File: src/design/gfw_pkg.sv
package gfw_pkg;

   // Number of fenced axes, in the order x, y, z.
   localparam int GFW_AXES     = 3;
   localparam int GFW_MAX_AXES = 3;

   localparam int GFW_CSR_INDEX_W = 3;
   localparam int GFW_CSR_DATA_W  = 32;
   localparam int GFW_COORD_W     = 32;
   localparam int GFW_COUNT_W     = 12;

   // Register indexes.
   localparam logic [GFW_CSR_INDEX_W-1:0] CSR_UPPER_X           = 3'd0;
   localparam logic [GFW_CSR_INDEX_W-1:0] CSR_LOWER_X           = 3'd1;
   localparam logic [GFW_CSR_INDEX_W-1:0] CSR_UPPER_Y           = 3'd2;
   localparam logic [GFW_CSR_INDEX_W-1:0] CSR_LOWER_Y           = 3'd3;
   localparam logic [GFW_CSR_INDEX_W-1:0] CSR_UPPER_Z           = 3'd4;
   localparam logic [GFW_CSR_INDEX_W-1:0] CSR_LOWER_Z           = 3'd5;
   localparam logic [GFW_CSR_INDEX_W-1:0] CSR_ACCURACY_THRESHOLD = 3'd6;

   // Fence bounds after reset, element 0 is the x axis.
   localparam logic [GFW_MAX_AXES-1:0][GFW_COORD_W-1:0] GFW_UPPER_RST = {
      32'sd100000000, 32'sd900000000, 32'sd1800000000
   };
   localparam logic [GFW_MAX_AXES-1:0][GFW_COORD_W-1:0] GFW_LOWER_RST = {
      -32'sd100000000, -32'sd900000000, -32'sd1800000000
   };

   // Report levels and timing constants.
   localparam logic [2:0] GFW_LEVEL_NONE = 3'd0;
   localparam logic [2:0] GFW_LEVEL_OUT  = 3'd4;
   localparam logic [2:0] GFW_LEVEL_IN   = 3'd5;
   localparam logic [5:0] GFW_MIN_SATS   = 6'd4;

   localparam logic [GFW_COUNT_W-1:0] GFW_SAT_TIMEOUT = 12'h800;
   localparam logic [GFW_COUNT_W-1:0] GFW_FIX_TIMEOUT = 12'h100;
   localparam logic [GFW_COUNT_W-1:0] GFW_COUNT_MAX   = 12'hFFF;

   localparam logic [9:0] GFW_LONG_SLEEP  = 10'd900;
   localparam logic [9:0] GFW_SHORT_SLEEP = 10'd120;
   localparam logic [9:0] GFW_NO_SLEEP    = 10'd0;

   typedef struct packed {
      logic                          fix_is_3d;
      logic [7:0]                    accuracy_level;
      logic [5:0]                    num_sats;
      logic                          usb_active;
      logic signed [GFW_COORD_W-1:0] pos_x;
      logic signed [GFW_COORD_W-1:0] pos_y;
      logic signed [GFW_COORD_W-1:0] pos_z;
   } gfw_req_type;

   typedef struct packed {
      logic       sleep_request;
      logic [9:0] sleep_seconds;
      logic [2:0] report_level;
      logic [2:0] worst_level_now;
   } gfw_rsp_type;

endpackage

File: src/design/geofence_fix_watchdog.sv
// A report transfer is taken into the input register, then moves on to the
// result register, from which its result transfer is offered.
// Throughput: one report per clock while the result is not stalled; the
// worst-level and counter update is combinational, so back-to-back reports
// never wait on each other.
// Reset is synchronous and active high: it restores the fence bounds and the
// threshold to their defaults and clears the worst level, counter and valids.
module geofence_fix_watchdog #(
   parameter int AXES = gfw_pkg::GFW_AXES
) (
   input  logic                               clock,
   input  logic                               reset,

   input  logic                               req_valid,
   output logic                               req_stall,
   input  gfw_pkg::gfw_req_type               req,

   output logic                               rsp_valid,
   input  logic                               rsp_stall,
   output gfw_pkg::gfw_rsp_type               rsp,

   input  logic                               csr_valid,
   output logic                               csr_ready,
   input  logic [gfw_pkg::GFW_CSR_INDEX_W-1:0] csr_index,
   input  logic [gfw_pkg::GFW_CSR_DATA_W-1:0]  csr_data
);
   import gfw_pkg::*;

   // Configuration registers. Only the axes that are fenced keep bounds.
   logic [AXES-1:0][GFW_COORD_W-1:0] upper_ff;
   logic [AXES-1:0][GFW_COORD_W-1:0] lower_ff;
   logic [7:0]                       threshold_ff;
   logic                             csr_fire;

   // Input stage and result stage.
   logic        s1_valid_ff, s1_valid_in;
   gfw_req_type s1_ff;
   logic        rsp_valid_ff, rsp_valid_in;
   gfw_rsp_type rsp_ff, rsp_in;

   // Watchdog state.
   logic [2:0]             worst_ff, worst_in;
   logic [GFW_COUNT_W-1:0] count_ff, count_in;

   logic                   req_fire;
   logic                   out_free;
   logic                   s1_move;
   logic [2:0]             level;
   logic [2:0]             worst_max;
   logic [GFW_COUNT_W-1:0] count_inc;
   logic                   timeout_reset;

   // The register port never pushes back; writes land in the next cycle.
   assign csr_ready = 1'b1;
   assign csr_fire  = csr_valid & csr_ready;

   // Bound registers are written at index 2*axis (upper) and 2*axis+1
   // (lower). Writes to axes that are not fenced are dropped.
   for (genvar a = 0; a < AXES; a++) begin : g_bounds
      always_ff @(posedge clock) begin
         if (reset) begin
            upper_ff[a] <= GFW_UPPER_RST[a];
            lower_ff[a] <= GFW_LOWER_RST[a];
         end else if (csr_fire) begin
            if (csr_index == CSR_UPPER_X + GFW_CSR_INDEX_W'(2 * a)) begin
               upper_ff[a] <= csr_data[GFW_COORD_W-1:0];
            end
            if (csr_index == CSR_LOWER_X + GFW_CSR_INDEX_W'(2 * a)) begin
               lower_ff[a] <= csr_data[GFW_COORD_W-1:0];
            end
         end
      end
   end

   always_ff @(posedge clock) begin
      if (reset) begin
         threshold_ff <= 8'd0;
      end else if (csr_fire && csr_index == CSR_ACCURACY_THRESHOLD) begin
         threshold_ff <= csr_data[7:0];
      end
   end

   // Handshake. The input register refills in the same cycle it drains, so
   // it only holds off a new transfer while the result register is stuck.
   assign out_free  = ~rsp_valid_ff | ~rsp_stall;
   assign s1_move   = s1_valid_ff & out_free;
   assign req_stall = s1_valid_ff & ~out_free;
   assign req_fire  = req_valid & ~req_stall;

   always_comb begin
      s1_valid_in = s1_valid_ff;
      if (req_fire) begin
         s1_valid_in = 1'b1;
      end else if (s1_move) begin
         s1_valid_in = 1'b0;
      end
   end

   always_comb begin
      rsp_valid_in = rsp_valid_ff;
      if (s1_move) begin
         rsp_valid_in = 1'b1;
      end else if (~rsp_stall) begin
         rsp_valid_in = 1'b0;
      end
   end

   gfw_level #(
      .AXES (AXES)
   ) u_level (
      .report             (s1_ff),
      .upper              (upper_ff),
      .lower              (lower_ff),
      .accuracy_threshold (threshold_ff),
      .level              (level)
   );

   // Watchdog update for the report leaving the input register. An active
   // host link clears the counter and suppresses any request, but the worst
   // level still tracks the report. Otherwise the counter saturates upward
   // and a timeout returns the state to its reset values.
   always_comb begin
      worst_max     = (level > worst_ff) ? level : worst_ff;
      count_inc     = (count_ff < GFW_COUNT_MAX) ? count_ff + GFW_COUNT_W'(1) : count_ff;
      timeout_reset = 1'b0;
      rsp_in.sleep_request = 1'b0;
      rsp_in.sleep_seconds = GFW_NO_SLEEP;
      rsp_in.report_level  = level;
      worst_in      = worst_max;
      count_in      = count_inc;

      if (s1_ff.usb_active) begin
         count_in = '0;
      end else begin
         if (worst_max < GFW_LEVEL_OUT) begin
            if (count_inc >= GFW_SAT_TIMEOUT) begin
               rsp_in.sleep_request = 1'b1;
               rsp_in.sleep_seconds = GFW_LONG_SLEEP;
               timeout_reset        = 1'b1;
            end
         end else if (worst_max == GFW_LEVEL_OUT) begin
            if (count_inc >= GFW_FIX_TIMEOUT) begin
               rsp_in.sleep_request = 1'b1;
               rsp_in.sleep_seconds = GFW_SHORT_SLEEP;
               timeout_reset        = 1'b1;
            end
         end else if (count_inc >= GFW_FIX_TIMEOUT) begin
            // Inside the fence long enough: restart quietly.
            timeout_reset = 1'b1;
         end
         if (timeout_reset) begin
            worst_in = GFW_LEVEL_NONE;
            count_in = '0;
         end
      end
      rsp_in.worst_level_now = worst_in;
   end

   always_ff @(posedge clock) begin
      if (reset) begin
         s1_valid_ff  <= 1'b0;
         rsp_valid_ff <= 1'b0;
         worst_ff     <= GFW_LEVEL_NONE;
         count_ff     <= '0;
      end else begin
         s1_valid_ff  <= s1_valid_in;
         rsp_valid_ff <= rsp_valid_in;
         if (s1_move) begin
            worst_ff <= worst_in;
            count_ff <= count_in;
         end
      end
   end

   // Payload registers carry no reset; their valids qualify them.
   always_ff @(posedge clock) begin
      if (req_fire) begin
         s1_ff <= req;
      end
      if (s1_move) begin
         rsp_ff <= rsp_in;
      end
   end

   assign rsp_valid = rsp_valid_ff;
   assign rsp       = rsp_ff;

endmodule

File: src/design/gfw_level.sv
module gfw_level #(
   parameter int AXES = gfw_pkg::GFW_AXES
) (
   input  gfw_pkg::gfw_req_type                  report,
   input  logic [AXES-1:0][gfw_pkg::GFW_COORD_W-1:0] upper,
   input  logic [AXES-1:0][gfw_pkg::GFW_COORD_W-1:0] lower,
   input  logic [7:0]                            accuracy_threshold,
   output logic [2:0]                            level
);
   import gfw_pkg::*;

   logic [GFW_MAX_AXES-1:0][GFW_COORD_W-1:0] pos;
   logic [AXES-1:0]                          outside;

   assign pos = {report.pos_z, report.pos_y, report.pos_x};

   // A normal range rejects values above or below it; a wrapped range only
   // rejects values that sit in the gap between upper and lower.
   for (genvar a = 0; a < AXES; a++) begin : g_axis
      logic above;
      logic below;
      assign above = $signed(pos[a]) > $signed(upper[a]);
      assign below = $signed(pos[a]) < $signed(lower[a]);
      assign outside[a] = ($signed(upper[a]) >= $signed(lower[a])) ? (above | below)
                                                                     : (above & below);
   end

   always_comb begin
      level = GFW_LEVEL_OUT;
      if (report.fix_is_3d) begin
         if (report.accuracy_level >= accuracy_threshold) begin
            level = (|outside) ? GFW_LEVEL_OUT : GFW_LEVEL_IN;
         end
      end else if (report.num_sats < GFW_MIN_SATS) begin
         level = {1'b0, report.num_sats[1:0]};
      end
   end

endmodule

File: config.mk
export PLATFORM = sky130hd
export DESIGN_NAME = geofence_fix_watchdog
export DESIGN_NICKNAME = d
export VERILOG_FILES = /design/src/design/gfw_pkg.sv /design/src/design/geofence_fix_watchdog.sv /design/src/design/gfw_level.sv
export SDC_FILE = /design/constraint.sdc
export NUM_CORES = 1
export LEC_CHECK = 0
export BUFFER_PORTS_ARGS = -buffer_cell sky130_fd_sc_hd__buf_2
export CORE_MARGIN = 5
export CORE_UTILIZATION = 55
export DETAILED_ROUTE_END_ITERATION = 12
export PLACE_DENSITY_LB_ADDON = 0.3
export RECOVER_POWER = 100
export SLEW_MARGIN = 20
export SYNTH_ARGS = -nofsm -noshare
export SYNTH_HDL_FRONTEND = slang
export SYNTH_HIERARCHICAL = 1
export SYNTH_SLANG_ARGS = --single-unit
export TNS_END_PERCENT = 1
File: constraint.sdc
create_clock -name clock -period 7.1 [get_ports clock]
set_clock_uncertainty 0.2 [all_clocks]
set_input_delay 1.42 -clock clock [delete_from_list [all_inputs] [get_ports clock]]
set_output_delay 1.42 -clock clock [all_outputs]
set_load 0.02 [all_outputs]
==> run metrics, run 1 <==
Setup Crit Path Kind=flop to flop; cell taking the most area after synthesis=dfxtp_1; Reg clk slew, reported paths=0.06 ns; reg2reg path depth=19; final WL=52350 um; Die Ht=195.9 um; Wirelength per Cell=19.09 um; FMAX=168.1 MHz; Lkg Pwr=9.560 nW; EDFF count, synth=121; Root Driver=clkbuf_16; CP Data Arrival Time=6.20 ns; Yosys reg bits=338; row count=68; synth unique cells=74; WHS Endpoint=lower_ff[67]$_SDFFE_PP0P_; crit path capture type=flop; area grow syn2layout=12.96%; Critical Path Source Type=flop; hold buffers post-CTS=0; area share of the largest cell type after synthesis=22.86%; status=finished with violations; cell count after synthesis=2110; commonest cells in the netlist=nand2_1 (462), ha_1 (297), a21oi_1 (234); total congestion overflow=0; Starting Density=55.42%; Final HPWL DP=37730 um; Worst-Skew Late Latency=0.56 ns; Pre-Repair DR Iteration Count=5; Post-CTS Setup Inserts=0; cts bufs inserted=39; share of post-route cells with drive strength above 1=9.620%; DIE AREA=38360 um2; Top FF cell, synth=dfxtp_1; Async SR Flop Fraction=0%; Pins Over Slew Limit=280; CTS resizes=0; Clock H-tree levels=2; die width=195.9 um; DR DRC count=0; Req. time, crit path=7.35 ns; post-route minimum period=5.948 ns; vias per cell=5.710; final hold violation count=0; core box area=34290 um2; FF-to-FF setup slack=1.15 ns; Worst VDD drop=173.8 uV; hold wc startpoint=lower_ff[67]$_SDFFE_PP0P_; Total Routing Usage GR=26.36%; routed vias=15663; initial DRC count=1096; gp weighted congestion=0.9468; Synthesis Warnings=6; Register Area=7978 um2; register area share after synthesis=41.99%; reg-to-reg endpoint=count_ff[3]$_SDFFE_PP0P_; initial antenna violation count=2; Area contributors post-synth=dfxtp_1 (23%), ha_1 (20%), edfxtp_1 (19%); I/O pin count=172; Pwr Density=217.8 nW/um2; MaxCap Viol Count=7; min-delay worst type=flop to flop; largest net degree at the start of global routing=216; fillcell total=2933; syn_area_per_cell=9.005 um2; RSZ-0062 raised after global routing=no; hold_ws=0.2545 ns; Final Cycle Share=83.78%; area used by multi-input combinational logic=9925 um2; first-pass GRT wire length=81230 um; Finish-stage setup viols=0; Slew @ Worst Pin=3.348 ns; failing checks=capacitance limit, slew limit; layout net count=2706; # port buffers=168; Worst R2R Start=upper_ff[95]$_SDFFE_PP0P_; max_slew headroom=-123.2%; hold depth=2; top-count cell post-synth=nand2_1; Clock Path Buffers=3; vias in the first global route=15469; setup TNS after final layout=0 ns; ANT nets after route=0; Clock Sinks=338; mapped cell area=19000 um2; CTS tree=built; worst-path fanout max=11
worst max-delay path, cell delays in order, from the launching register on:
cell and delay (ns):
dfxtp_1 0.38, inv_1 0.06, ha_1 0.33, nand4_1 0.20, nor4_1 0.75, nand3_1 0.31
nand2_1 0.14, a31oi_1 0.10, o21ai_0 0.20, nand3_1 0.09, nand4b_1 0.22, o31ai_1 0.64
inv_1 0.14, ha_1 0.23, nand3b_1 0.22, a21boi_0 0.29, a311oi_1 0.15, a2111oi_4 0.71
o21ai_0 0.20, a211oi_1 0.28
power by group:
group / internal (mW) / switching, mW
logic: 0.189 / 0.302
clock network: 1.22 / 0.822
registers: 2.09 / 0.0517
total: 3.50 / 1.18
metal layers:
metal | GRT usage [%] | wire length (um)
met1 | 34.59 | 22420
met2 | 44.50 | 24750
met3 | 3.709 | 3384
met4 | 9.801 | 1798
met5 | 0 | 0
worst max path at each step:
| stage | from | to | slack, ns | cells past startpoint |
|---|---|---|---|---|
| 6_report | upper_ff[95]$_SDFFE_PP0P_ | count_ff[3]$_SDFFE_PP0P_ | 1.15 | 19 |
| 5_1_grt | upper_ff[93]$_SDFFE_PP0P_ | count_ff[3]$_SDFFE_PP0P_ | 0.87 | 19 |
| 4_1_cts | upper_ff[95]$_SDFFE_PP0P_ | count_ff[3]$_SDFFE_PP0P_ | 1.22 | 19 |
| 3_5_place_dp | upper_ff[95]$_SDFFE_PP0P_ | count_ff[3]$_SDFFE_PP0P_ | 1.27 | 19 |
| 3_3_place_gp | upper_ff[95]$_SDFFE_PP0P_ | count_ff[3]$_SDFFE_PP0P_ | 1.44 | 19 |
| 2_1_floorplan | rsp_stall | s1_ff[0]$_DFFE_PP_ | 1.83 | 2 |
state kept, by name, summed over array words and instances, names as in the netlist:
name	count
count_ff	12
rsp_valid	1
s1_ff	112
worst_ff	3
upper_ff	96
s1_valid_ff	1
lower_ff	96
threshold_ff	8
rsp	9
cells by family after synthesis:
| kind of cell | Yosys count | share of synthesized area (%) |
|---|---|---|
| other | 2 | 0.03952 |
| multiplexers | 2 | 0.1185 |
| buffers and inverters | 288 | 5.913 |
| flip-flops | 338 | 41.99 |
| adder cells (fa/ha/maj) | 297 | 19.56 |
| AO/OA/AOI/OAI | 416 | 13.37 |
| XOR/XNOR | 2 | 0.09221 |
| AND/OR/NAND/NOR | 765 | 18.93 |
stage by stage:
stage	instances	util (%)	setup WS (ns)	total power, mW	cell area [um2]
global route	2743	62.60	0.8651	4.849	21460
detailed placement	2671	59.02	1.265	2.660	20240
global placement	2671	59.02	1.436	2.638	20240
CTS	2742	62.84	1.222	4.709	21550
finish	2743	62.60	1.152	4.676	21460
floorplan	2111	-	1.826	2.466	19010
area by class of cell:
type	count	share of cell area, %
Antenna cell	1	0.01166
Clock buffer	59	5.666
Clock inverter	12	0.4430
Inverter	213	3.725
Multi-Input combinational cell	1485	46.24
Sequential cell	338	37.17
Tap cell	455	2.652
Timing Repair Buffer	180	4.092
layout by cell type (no fill, tap or decap), drive strengths merged, types with 3 or more instances in the layout:
master and count:
nand4 56, nand3 28, nand2 462, a21o 63
a31oi 6, nand2b 9, or3 4, nor3 22
edfxtp 121, a21oi 237, and4 7, clkbuf 104
o21ai 38, and2 3, nor2b 17, o21a 3
buf 135, or2 4, o22ai 7, conb 3
a21boi 4, clkinv 6, nand3b 77, a211oi 20
a221oi 3, a2111oi 6, nor2 51, and3 8
ha 297, nor4 10, o211ai 7, dfxtp 217
inv 218
Note: power is estimated with default switching activity, not from simulation.
==> run 2, diff against run 1 <==
clock period = 4.8 ns   (was 7.1 ns; I/O delays follow)
==> run metrics, run 2 (synthesized netlist as in run 1, its figures left out) <==
CP Data Arrival Time=5.12 ns (was 6.20 ns); # port buffers=168 (unchanged); setup TNS after final layout=-0.3676 ns (was 0 ns); RSZ-0062 raised after global routing=yes (was no); vias per cell=5.686 (was 5.710); DIE AREA=38360 um2 (unchanged); initial DRC count=1094 (was 1096); WP depth=20 (was 19); Sw Share=24.61% (was 25.15%); layout net count=2756 (was 2706); Worst R2R Start=s1_ff[31]$_DFFE_PP_ (was upper_ff[95]$_SDFFE_PP0P_); sequential power share=45.2% (was 45.7%); CTS tree=built (unchanged); DP Area=20560 um2 (was 20240 um2); share of post-route cells with drive strength above 1=13.91% (was 9.620%); Root Driver=clkbuf_16 (unchanged); Die Ht=195.9 um (unchanged); Clock power frac=43.6% (was 43.8%); die width=195.9 um (unchanged); core box area=34290 um2 (unchanged); max FFs per register=112 (unchanged); slowest stage cell, crit path=or4_4 (was nor4_1); crit path capture type=flop (unchanged); Design Area, Final=22160 um2 (was 21460 um2); Layout Utilization=64.63% (was 62.60%); Pwr Density=315.5 nW/um2 (was 217.8 nW/um2); worst-path fanout max=5 (was 11); vias in the first global route=15675 (was 15469); Starting Density=55.42% (unchanged); Worst-Skew Late Latency=0.54 ns (was 0.56 ns); max_slew headroom=39.17% (was -123.2%); Clock H-tree levels=2 (unchanged); crit-path cells=buf_6 -> ha_4 -> and4_4 -> a21oi_4 -> or4_4 -> o21a_4 -> a211oi_2 -> nand4b_1 -> o31ai_4 -> buf_6 -> inv_4 -> ha_4 -> nand3b_1 -> a21boi_2 -> buf_4 -> a311oi_4 -> a2111oi_4 -> buf_4 -> o21ai_2 -> a211oi_2 (was inv_1 -> ha_1 -> nand4_1 -> nor4_1 -> nand3_1 -> nand2_1 -> a31oi_1 -> o21ai_0 -> nand3_1 -> nand4b_1 -> o31ai_1 -> inv_1 -> ha_1 -> nand3b_1 -> a21boi_0 -> a311oi_1 -> a2111oi_4 -> o21ai_0 -> a211oi_1); initial antenna violation count=2 (unchanged); hold buffers post-CTS=0 (unchanged); Total Routing Usage GR=26.51% (was 26.36%); FMAX=205.5 MHz (was 168.1 MHz); Clock Sinks=338 (unchanged); failing checks=setup timing (was capacitance limit, slew limit); first-pass GRT wire length=81810 um (was 81230 um); Critical Path Source Type=flop (unchanged); Worst VDD drop=355.1 uV (was 173.8 uV); crit-path leading delay family=compound AO/OA/AOI/OAI gates (unchanged); MaxCap Viol Count=0 (was 7); gp weighted congestion=0.9203 (was 0.9468); ANT nets after route=0 (unchanged); CP endpoint=count_ff[3]$_SDFFE_PP0P_ (unchanged); FF-to-FF setup slack=-0.07 ns (was 1.15 ns); min-delay worst type=flop to flop (unchanged); Wirelength per Cell=18.90 um (was 19.09 um); Reg clk slew, reported paths=0.06 ns (about the same); area grow syn2layout=16.63% (was 12.96%); Req. time, crit path=5.05 ns (was 7.35 ns); Lkg Pwr=9.899 nW (was 9.560 nW); largest register by flop count=s1_ff (unchanged); total congestion overflow=0 (unchanged); DR DRC count=0 (unchanged); most frequent cells in the layout=nand2_1 (459), ha_1 (292), a21oi_1 (229) (was nand2_1 (462), ha_1 (297), a21oi_1 (234)); Setup Crit Path Kind=flop to flop (unchanged); commonest non-fill, non-tap cell in the layout=nand2_1 (unchanged); final hold violation count=0 (unchanged); routed vias=15875 (was 15663); Slew @ Worst Pin=0.9124 ns (was 3.348 ns); fin worst setup slack=-0.06731 ns (was 1.152 ns); reg2reg path depth=20 (was 19); cts bufs inserted=39 (unchanged); Final HPWL DP=38130 um (was 37730 um); post-route minimum period=4.867 ns (was 5.948 ns); final WL=52770 um (was 52350 um); NetSw=1.720 mW (was 1.176 mW); Final Cycle Share=101.4% (was 83.78%); registers with the most flip-flops=s1_ff (112), lower_ff (96), upper_ff (96) (unchanged); Pre-Repair DR Iteration Count=7 (was 5); row count=68 (unchanged); reg-to-reg endpoint=count_ff[3]$_SDFFE_PP0P_ (unchanged); area used by multi-input combinational logic=10180 um2 (was 9925 um2); largest net degree at the start of global routing=102 (was 216); Clock Path Buffers=3 (unchanged); Register Area=7978 um2 (unchanged); I/O pin count=172 (unchanged); crit path buf inv count=5 (was 2); Finish-stage setup viols=10 (was 0); fillcell total=2832 (was 2933); status=finished with violations (unchanged); Worst setup startpoint=s1_ff[31]$_DFFE_PP_ (was upper_ff[95]$_SDFFE_PP0P_); CP peak stage delay=0.52 ns (was 0.75 ns); logic gate share of total power=11.3% (was 10.5%); Pins Over Slew Limit=0 (was 280); worst slack, placed=-0.3571 ns (was 1.265 ns); internal power=5.271 mW (was 3.500 mW)
## run 2: cell types whose count changed in the layout (fill, tap and decap cells not counted), sizes merged
cell    before  now
inv        218  214
buf        135  202
clkbuf     104   89
bufinv       1    2
## run 2: layer usage
metal / vias to the layer above / part of all wire, % / track usage (%)
met5: - / 0.025 / 0
li1: 7741 / - / -
met2: 491 / 46 / 44.06
met1: 7520 / 43 / 34.22
met3: 121 / 7.0 / 5.581
met4: 2 / 3.8 / 9.827
## run 2: how the worst min path moves through the flow
| stage | from | endpoint | slack (ns) | depth (start not counted) |
|---|---|---|---|---|
| global placement | lower_ff[37]$_SDFFE_PP0P_ | lower_ff[37]$_SDFFE_PP0P_ | 0.24 | 2 |
| floorplan | lower_ff[12]$_SDFFE_PP0P_ | lower_ff[12]$_SDFFE_PP0P_ | 0.24 | 2 |
| detailed placement | threshold_ff[4]$_SDFFE_PP0P_ | threshold_ff[4]$_SDFFE_PP0P_ | 0.25 | 2 |
| finish | lower_ff[58]$_SDFFE_PP0P_ | lower_ff[58]$_SDFFE_PP0P_ | 0.25 | 2 |
| global route | lower_ff[34]$_SDFFE_PP0P_ | lower_ff[34]$_SDFFE_PP0P_ | 0.27 | 2 |
| CTS | threshold_ff[4]$_SDFFE_PP0P_ | threshold_ff[4]$_SDFFE_PP0P_ | 0.25 | 2 |
## run 2: tightest hold or removal path, delay by kind of cell, from the launching register on
kind / cells / cell delay, ns
AOI/OAI and AO/OA: 1 / 0.05
and+or+nand+nor: 1 / 0.05
DFF: 1 / 0.30
## run 2: cell type report
class                           instances  area share (%)
Clock buffer                           61           5.567
Inverter                              213           3.619
Tap cell                              455           2.569
Clock inverter                          9          0.4291
Multi-Input combinational cell       1485           45.96
Antenna cell                            1         0.01129
Timing Repair Buffer                  230           5.844
Sequential cell                       338           36.00
## run 2: metrics by stage
| stage | hold WS (ns) | instances | power, mW |
|---|---|---|---|
| finish | 0.2518 | 2792 | 6.991 |
| global route | 0.2738 | 2792 | 7.271 |
| CTS | 0.2548 | 2788 | 7.026 |
| detailed placement | 0.2474 | 2715 | 3.960 |
| global placement | 0.2426 | 2715 | 3.928 |
| floorplan | 0.2363 | 2111 | 3.647 |
## run 2: power by group through the flow
stage	sequential [mW]	combinational [mW]	clock (mW)
6_report	3.16	0.789	3.04
3_5_place_dp	3.22	0.745	0
2_1_floorplan	3.20	0.451	0
5_1_grt	3.17	0.878	3.23
4_1_cts	3.16	0.763	3.11
3_3_place_gp	3.21	0.715	0
## run 2: what timing repair did
action	in CTS	in global routing
buffers inserted	2	3
gates resized for setup	15	41
pin swaps	12	28
gates cloned	1	0
hold endpoints to repair	0	0
setup endpoints to repair	19	19
==> run 3, diff against run 2 <==
ABC_AREA = 1   (was default)
==> run metrics, run 3 <==
status=finished with violations (unchanged); failing checks=capacitance limit, slew limit (was setup timing); internal power=5.280 mW (was 5.271 mW); MaxCap Viol Count=2 (was 0); area share of the largest cell type after synthesis=22.61% (was 22.86%); total congestion overflow=0 (unchanged); EDFF count, synth=121 (unchanged); Layout Utilization=62.96% (was 64.63%); FF-to-FF setup slack=0.57 ns (was -0.07 ns); area grow syn2layout=13.19% (was 16.63%); logic gate share of total power=11.4% (was 11.3%); crit path buf inv count=3 (was 5); RSZ-0062 raised after global routing=no (was yes); cts bufs inserted=40 (was 39); Async SR Flop Fraction=0% (unchanged); Finish-stage setup viols=0 (was 10); max FFs per register=112 (unchanged); CP peak stage delay=1.93 ns (was 0.52 ns); Worst R2R Start=lower_ff[63]$_SDFFE_PP1P_ (was s1_ff[31]$_DFFE_PP_); Worst setup startpoint=reset (was s1_ff[31]$_DFFE_PP_); Worst VDD drop=246.8 uV (was 355.1 uV); hold buffers post-CTS=0 (unchanged); Wirelength per Cell=16.26 um (was 18.90 um); share of post-route cells with drive strength above 1=8.985% (was 13.91%); largest net degree at the start of global routing=94 (was 102); post-route minimum period=4.428 ns (was 4.867 ns); worst-path fanout max=93 (was 5); Slew @ Worst Pin=2.191 ns (was 0.9124 ns); max_slew headroom=-46.89% (was 39.17%); ANT nets after route=0 (unchanged); sequential power share=44.7% (was 45.2%); gp weighted congestion=0.9344 (was 0.9203); area used by multi-input combinational logic=9777 um2 (was 10180 um2); hold depth=2 (unchanged); reg-to-reg endpoint=count_ff[1]$_SDFFE_PP0P_ (was count_ff[3]$_SDFFE_PP0P_); Area contributors post-synth=dfxtp_1 (23%), ha_1 (19%), edfxtp_1 (19%) (was dfxtp_1 (23%), ha_1 (20%), edfxtp_1 (19%)); DIE AREA=38770 um2 (was 38360 um2); initial DRC count=925 (was 1094); commonest cells in the netlist=nand2_1 (471), nor2_1 (339), inv_1 (310) (was nand2_1 (462), ha_1 (297), a21oi_1 (234)); mapped cell area=19210 um2 (was 19000 um2); row count=68 (unchanged); setup TNS after final layout=0 ns (was -0.3676 ns); commonest non-fill, non-tap cell in the layout=nand2_1 (unchanged); largest register by flop count=s1_ff (unchanged); crit-path leading delay family=buffers and inverters (was compound AO/OA/AOI/OAI gates); DR DRC count=0 (unchanged); Pre-Repair DR Iteration Count=7 (unchanged); Root Driver=clkbuf_16 (unchanged); vias per cell=5.404 (was 5.686); top-count cell post-synth=nand2_1 (unchanged); crit-path cells=clkbuf_1 -> clkinvlp_2 -> buf_6 -> o21ai_0 -> nor2_1 (was buf_6 -> ha_4 -> and4_4 -> a21oi_4 -> or4_4 -> o21a_4 -> a211oi_2 -> nand4b_1 -> o31ai_4 -> buf_6 -> inv_4 -> ha_4 -> nand3b_1 -> a21boi_2 -> buf_4 -> a311oi_4 -> a2111oi_4 -> buf_4 -> o21ai_2 -> a211oi_2); DP Area=20450 um2 (was 20560 um2); Starting Density=55.62% (was 55.42%); cell taking the most area after synthesis=dfxtp_1 (unchanged); reg2reg path depth=20 (unchanged); vias in the first global route=16436 (was 15675); WP depth=5 (was 20); Lkg Pwr=10.75 nW (was 9.899 nW); layout net count=2988 (was 2756); Total Routing Usage GR=25.11% (was 26.51%); Final Cycle Share=92.26% (was 101.4%); Final HPWL DP=36330 um (was 38130 um); Register Area=7978 um2 (unchanged); syn_area_per_cell=8.045 um2 (was 9.005 um2); routed vias=16352 (was 15875); Req. time, crit path=5.04 ns (was 5.05 ns); Clock H-tree levels=2 (unchanged); fillcell total=3032 (was 2832); Clock power frac=44.0% (was 43.6%); first-pass GRT wire length=79580 um (was 81810 um); Yosys reg bits=338 (unchanged); CTS resizes=0 (was 15); registers with the most flip-flops=s1_ff (112), lower_ff (96), upper_ff (96) (unchanged); NetSw=1.848 mW (was 1.720 mW); cell count after synthesis=2388 (was 2110); Clock Path Buffers=3 (unchanged); Critical Path Source Type=primary input (was flop); final WL=49200 um (was 52770 um); most frequent cells in the layout=nand2_1 (471), nor2_1 (335), inv_1 (303) (was nand2_1 (459), ha_1 (292), a21oi_1 (229)); Die Ht=196.9 um (was 195.9 um); register area share after synthesis=41.52% (was 41.99%); Synthesis Warnings=6 (unchanged); FMAX=225.8 MHz (was 205.5 MHz); CP Data Arrival Time=4.67 ns (was 5.12 ns); initial antenna violation count=0 (was 2); Pwr Density=327.7 nW/um2 (was 315.5 nW/um2); I/O pin count=172 (unchanged); slowest stage cell, crit path=clkinvlp_2 (was or4_4); final hold violation count=0 (unchanged); Pins Over Slew Limit=99 (was 0); Worst-Skew Late Latency=0.56 ns (was 0.54 ns); Post-CTS Setup Inserts=0 (was 2); hold wc startpoint=lower_ff[49]$_SDFFE_PP1P_ (was lower_ff[58]$_SDFFE_PP0P_); CTS tree=built (unchanged); Top FF cell, synth=dfxtp_1 (unchanged); crit path capture type=flop (unchanged); die width=196.9 um (was 195.9 um); Reg clk slew, reported paths=0.06 ns (about the same); Setup Crit Path Kind=primary input to flop (was flop to flop); Clock Sinks=338 (unchanged); Design Area, Final=21750 um2 (was 22160 um2); synth unique cells=35 (was 74); antenna cell count=0 (was 1); Sw Share=25.92% (was 24.61%); core box area=34540 um2 (was 34290 um2); WHS Endpoint=lower_ff[49]$_SDFFE_PP1P_ (was lower_ff[58]$_SDFFE_PP0P_); # port buffers=168 (unchanged); min-delay worst type=flop to flop (unchanged)
==> run 3: changes by cell type after synthesis, sizes merged, moves of 17 or more <==
| cell | change |
|---|---|
| a21oi | -69 |
| a211oi | -18 |
| nand4 | -33 |
| o21ai | +137 |
| a21o | -63 |
| nand3 | +98 |
| nand3b | -69 |
| nor2 | +291 |
| inv | +97 |
| nor2b | -17 |
==> run 3: logic make-up (layout without fill, tap and decap cells) <==
| kind of cell | Yosys count | in the layout | share of synthesized area, % |
|---|---|---|---|
| adders and majority gates | 297 | 297 | 19.34 |
| DFF | 338 | 338 | 41.52 |
| buffers and inverters | 382 | 564 | 7.685 |
| other | 2 | 3 | 0.03909 |
| and+or+nand+nor | 1000 | 1000 | 21.43 |
| AOI/OAI and AO/OA | 366 | 366 | 9.847 |
| xor gates and xnor gates | 3 | 3 | 0.1368 |
==> run 3: worst max-delay path by stage <==
stage	endpoint
final	upper_ff[33]$_SDFFE_PP0P_
after global routing	upper_ff[33]$_SDFFE_PP0P_
after CTS	count_ff[1]$_SDFFE_PP0P_
after detailed placement	count_ff[1]$_SDFFE_PP0P_
after global placement	count_ff[10]$_SDFFE_PP0P_
after floorplan	s1_ff[0]$_DFFE_PP_
==> run 3: final cells by class <==
cell class              instances  area share [%]
well taps                     455           2.618
flip-flops and latches        338           36.68
clock inverters                22          0.8745
repair buffers                179           3.993
inverters                     311           5.385
multi-input cells            1669           44.96
clock buffers                  52           5.489
==> run 3: metrics by stage <==
| step | std cells | setup WS, ns | power, mW | hold slack, ns |
|---|---|---|---|---|
| after floorplan | 2389 | 0.6602 | 3.745 | 0.2289 |
| after global placement | 2952 | 0.8449 | 4.007 | 0.2398 |
| after detailed placement | 2952 | 0.7019 | 4.046 | 0.2425 |
| after CTS | 3026 | 0.6940 | 7.181 | 0.2568 |
| after global routing | 3026 | 0.1252 | 7.445 | 0.2658 |
| final | 3026 | 0.3716 | 7.127 | 0.2541 |
==> run 3: power by group through the flow <==
stage | Clock (mW) | Combinational (mW) | Sequential [mW]
3_3_place_gp | 0 | 0.769 | 3.24
6_report | 3.13 | 0.810 | 3.18
2_1_floorplan | 0 | 0.523 | 3.22
3_5_place_dp | 0 | 0.805 | 3.24
5_1_grt | 3.32 | 0.932 | 3.19
4_1_cts | 3.19 | 0.815 | 3.18
==> run 3: tightest hold or removal path: stages, from the launching register on <==
cell	delay, ns
dfxtp_1	0.32
nand2_1	0.05
nand3_1	0.05
==> run 3: layer usage <==
layer,routed length (um),vias to the layer above,part of all wire [%],global-route usage [%]
met5,0,-,0,0
met4,1711,0,3.5,8.911
met3,2899,127,5.9,4.222
met2,23330,492,47,43.44
met1,21260,7571,43,31.83
li1,-,8162,-,-
